===== config.mk =====
export PLATFORM = sky130hd
export DESIGN_NAME = mip_tiled_texel_address_top
export DESIGN_NICKNAME = d
export VERILOG_FILES = /design/src/rtl/core/mta_pkg.sv /design/src/rtl/core/mta_cfg.sv /design/src/rtl/core/mip_tiled_texel_address_top.sv
export SDC_FILE = /design/constraint.sdc
export NUM_CORES = 1
export LEC_CHECK = 0
export BUFFER_PORTS_ARGS = -buffer_cell sky130_fd_sc_hd__clkbuf_2
export CORE_MARGIN = 8
export CORE_UTILIZATION = 40
export DETAILED_ROUTE_END_ITERATION = 10
export PLACE_DENSITY = 0.52
export SYNTH_ARGS = -nofsm -noshare
export SYNTH_HDL_FRONTEND = slang
export SYNTH_SLANG_ARGS = --single-unit

===== constraint.sdc =====
create_clock -name i_clk -period 13.6 [get_ports i_clk]
set_clock_uncertainty 0.15 [all_clocks]
set_input_delay 0.68 -clock i_clk [delete_from_list [all_inputs] [get_ports i_clk]]
set_output_delay 0.68 -clock i_clk [all_outputs]
set_load 0.1 [all_outputs]

===== src/rtl/core/mta_pkg.sv =====
// ----------------------------------------------------------------------------
// mta_pkg
// Shared types, constants and helpers for the tiled texel address block.
// ----------------------------------------------------------------------------
package mta_pkg;

    localparam int unsigned DefMaxLevels = 15;
    localparam int unsigned DefMaxDim    = 16384;

    localparam int unsigned CoordW  = 14;
    localparam int unsigned LevelW  = 4;
    localparam int unsigned DimW    = 15;
    localparam int unsigned OffsetW = 31;
    localparam int unsigned BlkW    = 8;
    localparam int unsigned SwzW    = 16;
    localparam int unsigned TailMax = 12;

    typedef enum logic [1:0] {
        ST_OK        = 2'd0,
        ST_BAD_CFG   = 2'd1,
        ST_BAD_LEVEL = 2'd2,
        ST_BAD_COORD = 2'd3
    } t_status;

    typedef enum logic [1:0] {
        REG_BASE_WIDTH  = 2'd0,
        REG_BASE_HEIGHT = 2'd1,
        REG_LEVEL_COUNT = 2'd2
    } t_reg_idx;

    typedef struct packed {
        logic              cfg_ok;
        logic              has_tail;
        logic [LevelW-1:0] first_tail;
        logic [DimW-1:0]   width;
        logic [DimW-1:0]   height;
        logic [LevelW-1:0] count;
    } t_cfg_info;

    function automatic logic [SwzW-1:0] swizzle(input logic [6:0] x, input logic [6:0] y);
        logic [SwzW-1:0] s;
        s = '0;
        s[6:4]   = y[2:0];
        s[11:8]  = y[6:3];
        s[12]    = y[3];
        s[14]    = y[6];
        s[3:2]   = x[1:0];
        s[9:7]   = s[9:7] ^ x[4:2];
        s[10]    = s[10] ^ x[6];
        s[11]    = s[11] ^ x[5];
        s[13]    = s[13] ^ x[4];
        s[15]    = s[15] ^ x[6];
        return s;
    endfunction

    function automatic logic [6:0] tail_dx(input logic [3:0] t);
        case (t)
            4'd0:    return 7'd64;
            4'd2:    return 7'd32;
            4'd4:    return 7'd16;
            4'd5:    return 7'd8;
            4'd8:    return 7'd8;
            4'd9:    return 7'd8;
            default: return 7'd0;
        endcase
    endfunction

    function automatic logic [6:0] tail_dy(input logic [3:0] t);
        case (t)
            4'd1:    return 7'd64;
            4'd3:    return 7'd32;
            4'd5:    return 7'd16;
            4'd6:    return 7'd24;
            4'd7:    return 7'd16;
            4'd8:    return 7'd8;
            4'd10:   return 7'd8;
            default: return 7'd0;
        endcase
    endfunction

endpackage


===== src/rtl/core/mta_cfg.sv =====
// ----------------------------------------------------------------------------
// mta_cfg
// Configuration registers and the chain layout derived from them.
// ----------------------------------------------------------------------------
module mta_cfg #(
    parameter int unsigned MAX_LEVELS = mta_pkg::DefMaxLevels,
    parameter int unsigned MAX_DIM    = mta_pkg::DefMaxDim
) (
    input  logic                                   i_clk,
    input  logic                                   i_rst_n,
    input  logic                                   i_cfg_we,
    input  logic [1:0]                             i_cfg_idx,
    input  logic [mta_pkg::DimW-1:0]               i_cfg_data,
    output mta_pkg::t_cfg_info                     o_info,
    output logic [MAX_LEVELS-1:0][mta_pkg::BlkW-1:0] o_bw,
    output logic [MAX_LEVELS-1:0][mta_pkg::BlkW-1:0] o_bh
);
    import mta_pkg::*;

    logic [DimW-1:0]   r_width, r_height;
    logic [LevelW-1:0] r_count;
    logic [DimW-1:0]   w_dmax;
    logic [LevelW-1:0] w_ft;
    logic              w_fit;
    logic [22:0]       w_wsum, w_hsum;

    always_ff @(posedge i_clk) begin
        if (!i_rst_n) begin
            r_width  <= DimW'(1);
            r_height <= DimW'(1);
            r_count  <= LevelW'(1);
        end else if (i_cfg_we) begin
            case (i_cfg_idx)
                REG_BASE_WIDTH:  r_width  <= i_cfg_data;
                REG_BASE_HEIGHT: r_height <= i_cfg_data;
                REG_LEVEL_COUNT: r_count  <= i_cfg_data[LevelW-1:0];
                default: ;
            endcase
        end
    end

    always_comb begin
        w_dmax = (r_width > r_height) ? r_width : r_height;
        w_ft   = r_count;
        w_fit  = 1'b0;
        w_wsum = '0;
        w_hsum = '0;
        for (int m = MAX_LEVELS - 1; m >= 0; m--) begin
            w_fit = (22'(r_width) <= (22'(64) << m)) && (22'(r_height) <= (22'(128) << m));
            if ((4'(m) < r_count) && (r_count > 4'd1) && w_fit &&
                ((r_count - 4'(m)) <= 4'(TailMax)))
                w_ft = 4'(m);
        end
        for (int m = 0; m < MAX_LEVELS; m++) begin
            w_wsum  = (23'(r_width) + (23'(1) << (m + 7)) - 23'd1) >> (m + 7);
            w_hsum  = (23'(r_height) + (23'(1) << (m + 7)) - 23'd1) >> (m + 7);
            o_bw[m] = w_wsum[BlkW-1:0];
            o_bh[m] = w_hsum[BlkW-1:0];
        end
    end

    assign o_info.cfg_ok = (r_width != '0) && (r_height != '0) &&
                           (32'(r_width) <= MAX_DIM) && (32'(r_height) <= MAX_DIM) &&
                           (r_count != '0) && (32'(r_count) <= MAX_LEVELS) &&
                           ((w_dmax >> (r_count - 4'd1)) != '0);
    assign o_info.has_tail   = (w_ft < r_count);
    assign o_info.first_tail = w_ft;
    assign o_info.width      = r_width;
    assign o_info.height     = r_height;
    assign o_info.count      = r_count;

endmodule


===== src/rtl/core/mip_tiled_texel_address_top.sv =====
// ----------------------------------------------------------------------------
// mip_tiled_texel_address_top
// Byte offset of a 32-bit texel in a 64 KiB-block tiled, swizzled mip chain.
// ----------------------------------------------------------------------------
// Four register stages; one request in per cycle unless the output stalls.
// The first stage registers the request; the second holds the checks and one
// block product per level lane, the third the lane sums in groups of four and
// the block index, the fourth, the output register, the assembled offset. A
// stalled output holds the whole pipeline. Configuration must be written only
// while no request is in flight; the block itself does not enforce this.
module mip_tiled_texel_address_top #(
    parameter int unsigned MAX_LEVELS = mta_pkg::DefMaxLevels,
    parameter int unsigned MAX_DIM    = mta_pkg::DefMaxDim
) (
    input  logic                     i_clk,
    input  logic                     i_rst_n,
    input  logic                     i_cfg_we,
    input  logic [1:0]               i_cfg_idx,
    input  logic [mta_pkg::DimW-1:0] i_cfg_data,
    input  logic                     s_axis_tvalid,
    output logic                     s_axis_tready,
    input  logic [31:0]              s_axis_tdata,  // texel_x[13:0], texel_y[27:14], mip_level[31:28]
    output logic                     m_axis_tvalid,
    input  logic                     m_axis_tready,
    output logic [31:0]              m_axis_tdata,  // byte_offset[30:0], zero pad[31]
    output logic [1:0]               m_axis_tuser   // status[1:0]
);
    import mta_pkg::*;

    localparam int unsigned NGroups = (MAX_LEVELS + 3) / 4;

    t_cfg_info                          w_cfg;
    logic [MAX_LEVELS-1:0][BlkW-1:0]    w_bw, w_bh;
    logic                               w_en;

    // stage a: captured request
    logic                  r_va;
    logic [CoordW-1:0]     r_xa, r_ya;
    logic [LevelW-1:0]     r_la;
    // stage b
    logic                  r_vb, r_tailb;
    t_status               r_stb;
    logic [SwzW-1:0]       r_swzb;
    logic [6:0]            r_yhb, r_xhb;
    logic [BlkW-1:0]       r_pitchb;
    logic [MAX_LEVELS-1:0][15:0] r_prodb, n_prod;
    // stage c
    logic                  r_vc, r_tailc;
    t_status               r_stc;
    logic [SwzW-1:0]       r_swzc;
    logic [15:0]           r_blkc;
    logic [NGroups-1:0][17:0] r_grpc, n_grp;
    // stage d
    logic                  r_vd;
    t_status               r_std;
    logic [OffsetW-1:0]    r_offd, n_off;

    t_status               n_st;
    logic [DimW-1:0]       w_wf, w_hf;
    logic [3:0]            w_t;
    logic [SwzW-1:0]       n_swz;
    logic [21:0]           w_sum;
    logic [22:0]           w_blocks;

    mta_cfg #(.MAX_LEVELS(MAX_LEVELS), .MAX_DIM(MAX_DIM)) u_cfg (
        .i_clk      (i_clk),
        .i_rst_n    (i_rst_n),
        .i_cfg_we   (i_cfg_we),
        .i_cfg_idx  (i_cfg_idx),
        .i_cfg_data (i_cfg_data),
        .o_info     (w_cfg),
        .o_bw       (w_bw),
        .o_bh       (w_bh)
    );

    assign w_en          = !r_vd || m_axis_tready;
    assign s_axis_tready = w_en;

    // stage a -> b
    always_comb begin
        w_wf = w_cfg.width >> r_la;
        w_hf = w_cfg.height >> r_la;
        if (w_wf == '0) w_wf = DimW'(1);
        if (w_hf == '0) w_hf = DimW'(1);
        if (!w_cfg.cfg_ok)                                      n_st = ST_BAD_CFG;
        else if (r_la >= w_cfg.count)                           n_st = ST_BAD_LEVEL;
        else if ((DimW'(r_xa) >= w_wf) || (DimW'(r_ya) >= w_hf)) n_st = ST_BAD_COORD;
        else                                                    n_st = ST_OK;
        w_t = r_la - w_cfg.first_tail;
        if (w_t > 4'(TailMax - 1)) w_t = 4'(TailMax - 1);
        if (r_la >= w_cfg.first_tail)
            n_swz = swizzle(r_xa[6:0] + tail_dx(w_t), r_ya[6:0] + tail_dy(w_t));
        else
            n_swz = swizzle(r_xa[6:0], r_ya[6:0]);
        for (int m = 0; m < MAX_LEVELS; m++) begin
            if ((4'(m) > r_la) && (4'(m) < w_cfg.first_tail))
                n_prod[m] = w_bw[m] * w_bh[m];
            else
                n_prod[m] = '0;
        end
    end

    // stage b -> c
    always_comb begin
        for (int g = 0; g < NGroups; g++) begin
            n_grp[g] = '0;
            for (int k = 0; k < 4; k++) begin
                if (g * 4 + k < MAX_LEVELS)
                    n_grp[g] = n_grp[g] + 18'(r_prodb[g * 4 + k]);
            end
        end
    end

    // stage c -> d
    always_comb begin
        w_sum = '0;
        for (int g = 0; g < NGroups; g++)
            w_sum = w_sum + 22'(r_grpc[g]);
        w_blocks = 23'(w_sum) + 23'(r_blkc) + 23'(w_cfg.has_tail);
        if (r_stc != ST_OK)  n_off = '0;
        else if (r_tailc)    n_off = OffsetW'(r_swzc);
        else                 n_off = {w_blocks[OffsetW-SwzW-1:0], r_swzc};
    end

    always_ff @(posedge i_clk) begin
        if (!i_rst_n) begin
            r_va <= 1'b0;
            r_vb <= 1'b0;
            r_vc <= 1'b0;
            r_vd <= 1'b0;
        end else if (w_en) begin
            r_va <= s_axis_tvalid;
            r_vb <= r_va;
            r_vc <= r_vb;
            r_vd <= r_vc;
        end
    end

    always_ff @(posedge i_clk) begin
        if (w_en) begin
            r_xa     <= s_axis_tdata[13:0];
            r_ya     <= s_axis_tdata[27:14];
            r_la     <= s_axis_tdata[31:28];
            r_stb    <= n_st;
            r_tailb  <= (r_la >= w_cfg.first_tail);
            r_swzb   <= n_swz;
            r_xhb    <= r_xa[13:7];
            r_yhb    <= r_ya[13:7];
            r_pitchb <= w_bw[r_la];
            r_prodb  <= n_prod;
            r_stc    <= r_stb;
            r_tailc  <= r_tailb;
            r_swzc   <= r_swzb;
            r_blkc   <= 16'(r_yhb) * 16'(r_pitchb) + 16'(r_xhb);
            r_grpc   <= n_grp;
            r_std    <= r_stc;
            r_offd   <= n_off;
        end
    end

    assign m_axis_tvalid = r_vd;
    assign m_axis_tdata  = {1'b0, r_offd};
    assign m_axis_tuser  = r_std;

`ifndef SYNTH
    a_err_zero: assert property (@(posedge i_clk) disable iff (!i_rst_n)
        (m_axis_tvalid && (m_axis_tuser != ST_OK)) |-> (m_axis_tdata == '0))
        else $error("nonzero offset on error status");
    a_bad_cfg: assert property (@(posedge i_clk) disable iff (!i_rst_n)
        (m_axis_tvalid && !w_cfg.cfg_ok) |-> (m_axis_tuser == ST_BAD_CFG))
        else $error("bad configuration not reported");
    a_advance: assert property (@(posedge i_clk) disable iff (!i_rst_n)
        (r_vc && w_en) |=> m_axis_tvalid)
        else $error("request lost at output stage");
`endif

endmodule

==> results by group <==
Run status
  • Status: completed

Worst setup path
  • Critical path depth: 24
  • Reg-to-Reg Start: u_cfg.r_width[1]$_SDFFE_PN0P_
  • Crit path buf inv count: 4
  • Crit-path most repeated cell: fa_1
  • Critical path type: reg2reg
  • Largest stage delay, worst path: 640 ps
  • Flop2flop setup slack: 5900 ps
  • CP max stage cell: nor2_1
  • CP arrival: roughly 7900 ps
  • Critical path cell sequence: nor4_1, nand3_1, nor2_1, buf_4, nand3_1, o311ai_0, nand2_1, nand2_1, inv_1, fa_1, inv_1, fa_1, inv_1, fa_1, fa_1, ha_1, a21boi_0, o21ai_0, a21boi_0, o21ai_0, a21oi_1, o21ai_0, a21boi_0, nor3_1
  • WP data required: 13,750 ps
  • Worst Path Max Fanout: 9
  • Critical path startpoint: u_cfg.r_width[1]$_SDFFE_PN0P_
  • Critical path startpoint category: flop
  • CP Capture Point: r_prodb[93]$_SDFFCE_PN0P_
  • FF-to-FF End: r_prodb[93]$_SDFFCE_PN0P_
  • CP Capture Type: flop
  • Top Family by Delay on Critical Path: simple AND/OR/NAND/NOR gates
  • Reg2reg path depth: 24

Detailed routing
  • First DRT Iteration DRCs: between 1.5k and 2k
  • Via count: between 20k and 30k
  • Post-route DRC: 0
  • Via/cell ratio: roughly 5.2
  • Final ANT Viol Nets: 0
  • DR WL/cell: 19.9 um
  • Pre-antenna DRT Iters: 5
  • Final wirelength: 101,000 um

Final layout
  • Final Non-Filler Cells: about 5.1k
  • Share of layout cells above drive strength 1: 7.59%
  • Area Growth Syn to Fin: 8.98%
  • Final nets: 4,699
  • Reg area: 0.00923 mm2
  • Cell area after layout: about 0.039 mm2
  • Fillers: approximately 9k
  • ANT cells: 0
  • Util after Layout: 43.9%
  • Most frequent cells in the layout: 541 x inv_1, 476 x ha_1, 385 x nand2_1
  • Area of the multi-input gates: 0.0245 mm2
  • Commonest non-fill, non-tap cell in the layout: inv_1

Yosys
  • Syn Area/Cell: slightly below 10 um2
  • Ys Warns: 0
  • Synth Cell Area: 0.0362 mm2
  • Post-Syn Instances: around 3.8k
  • Number of synthesized register bits: 320
  • Yosys cell types: 100
  • Ys flop type: edfxtp_1
  • Seq/Total Area, Yosys: 25.5%
  • Ys async rst share: 0%
  • EDFF count, synth: about 280

Die
  • Rows: 110
  • Die area: 0.100 mm2
  • Initial Util: 40.2%
  • I/O pin count: 90
  • Die height: 317 um
  • Die X: 317 um
  • CORE AREA: 0.0899 mm2

GRT
  • First-pass GRT wire length: 155,000 um
  • Global Route Usage Sum: 20.1%
  • Vias in the first global route: 26.2k
  • Pin count of the biggest net entering global routing: 69
  • Initial antenna violation count: 2
  • Remaining Overflow, GRT: 0

Flow run
  • Max-cap violations: 0

Hold path
  • Class of the tightest hold or removal check: in2reg
  • Cell depth of the worst hold path: 1

Timing
  • Hold_ws: about 120 ps
  • Fin. Hold Viols: 0
  • Final setup fails: 0
  • RSZ-0062 raised after global routing: no
  • Relative slew slack: 23.3%
  • Worst slew pin tran: 1140 ps
  • Post-layout min period: a little under 8000 ps
  • Fmax: 130 MHz
  • Final Cycle Share: 56.6%
  • Setup_tns: 0 ps
  • Fin. max-slew vios: 0

CTS
  • Number of gates resized after cts: 0
  • H-tree levels: 2
  • Hold_buf cts: 0
  • CTS clk-pin slew, worst paths: 60 ps
  • CTS Buffer Depth: 3
  • Clk Latency, worst-skew pair: 590 ps
  • Setup bufs post-CTS: 0
  • Root Buffer: clkbuf_16
  • CTS buffer count: slightly above 40
  • Num Clock Sinks: 320
  • TritonCTS clock tree: built

Place
  • RePlAce Congestion: 0.951
  • Placed instance area: 0.0380 mm2
  • Final HPWL DP: 81,600 um
  • I/O Buffers: 86
  • Post-Place Cells: 4,986

Pwr
  • Leakage Power: 18.9 nW
  • Peak VDD IR: around 0.075 mV
  • P per Cell Area: a little under 90 mW/mm2
worst min-delay path by stage:
stage	slack, ps	start	endpoint
after global routing	80	s_axis_tdata[6]	r_xa[6]$_DFFE_PP_
after CTS	70	s_axis_tdata[15]	r_ya[1]$_DFFE_PP_
after global placement	250	r_swzb[4]$_DFFE_PP_	r_swzc[4]$_DFFE_PP_
after floorplan	250	r_stb[0]$_SDFFCE_PN1P_	r_stc[0]$_DFFE_PP_
after detailed placement	250	r_swzb[12]$_DFFE_PP_	r_swzc[12]$_DFFE_PP_
final	120	s_axis_tdata[16]	r_ya[2]$_DFFE_PP_
metrics by stage:
| step | total power, mW | worst slack (ps) |
|---|---|---|
| final | 3.45 | 5900 |
| after global placement | 2.32 | 6070 |
| after floorplan | 2.04 | 2810 |
| after CTS | 3.50 | 5950 |
| after detailed placement | 2.33 | 5990 |
| after global routing | 3.66 | 5370 |
kinds of logic (layout without fill, tap and decap cells):
kind of cell	after synthesis	after routing	share of synthesized area (%)
AND/OR/NAND/NOR	1175	1175	15.4
adder cells (fa/ha/maj)	792	792	34.0
buffers and inverters	665	754	7.13
AO/OA/AOI/OAI	499	499	9.23
flip-flops	320	320	25.5
XOR/XNOR	235	235	5.69
multiplexers	75	75	3.01
other	2	35	0.0208
metal layers:
layer / vias to the layer above / global-route usage, % / share of wire (%)
met2: 731 / 31.6 / 44
met1: 12700 / 29.4 / 48
li1: 12700 / - / -
met4: 0 / 5.48 / 2.7
met3: 118 / 2.23 / 5.3
met5: - / 0 / 0
registers in the layout, summed over array words and instances (netlist names), 8 cells and up:
name / cells
r_ya: 14
r_prodb: 112
r_xa: 14
r_swzc: 14
r_blkc: 15
r_pitchb: 8
r_offd: 29
r_grpc: 36
r_swzb: 14
u_cfg.r_height: 15
u_cfg.r_width: 15
synth_stat cells (all sizes together), types with 18 or more instances:
master	n	area, um2
a21boi	68	510
a21o	38	285
a21oi	103	515
and2	80	500
and3	40	250
buf	35	208
clkbuf	74	278
dfxtp	38	761
edfxtp	282	8470
fa	316	6330
ha	476	5960
inv	552	2080
mux2i	38	380
mux4	26	586
nand2	389	1480
nand2b	34	213
nand3	47	235
nand4	18	113
nor2	356	1360
nor2b	48	300
nor3	77	455
o21ai	131	671
or2	18	113
xnor2	177	1550
xor2	58	508
final cells by class:
cell class	instances	area share (%)
multi-input cells	2811	62.1
clock inverters	26	0.809
repair buffers	123	1.80
flip-flops and latches	320	23.4
inverters	556	5.31
well taps	1176	3.73
clock buffers	49	2.78
where the power goes:
group / internal [mW] / leakage [nW] / switching [mW]
Combinational: 0.390 / 14.6 / 0.676
Sequential: 1.18 / 3.58 / 0.0612
Clock: 0.695 / 0.696 / 0.450
Total: 2.26 / 18.9 / 1.19
Power figures use the tool's default switching activity.
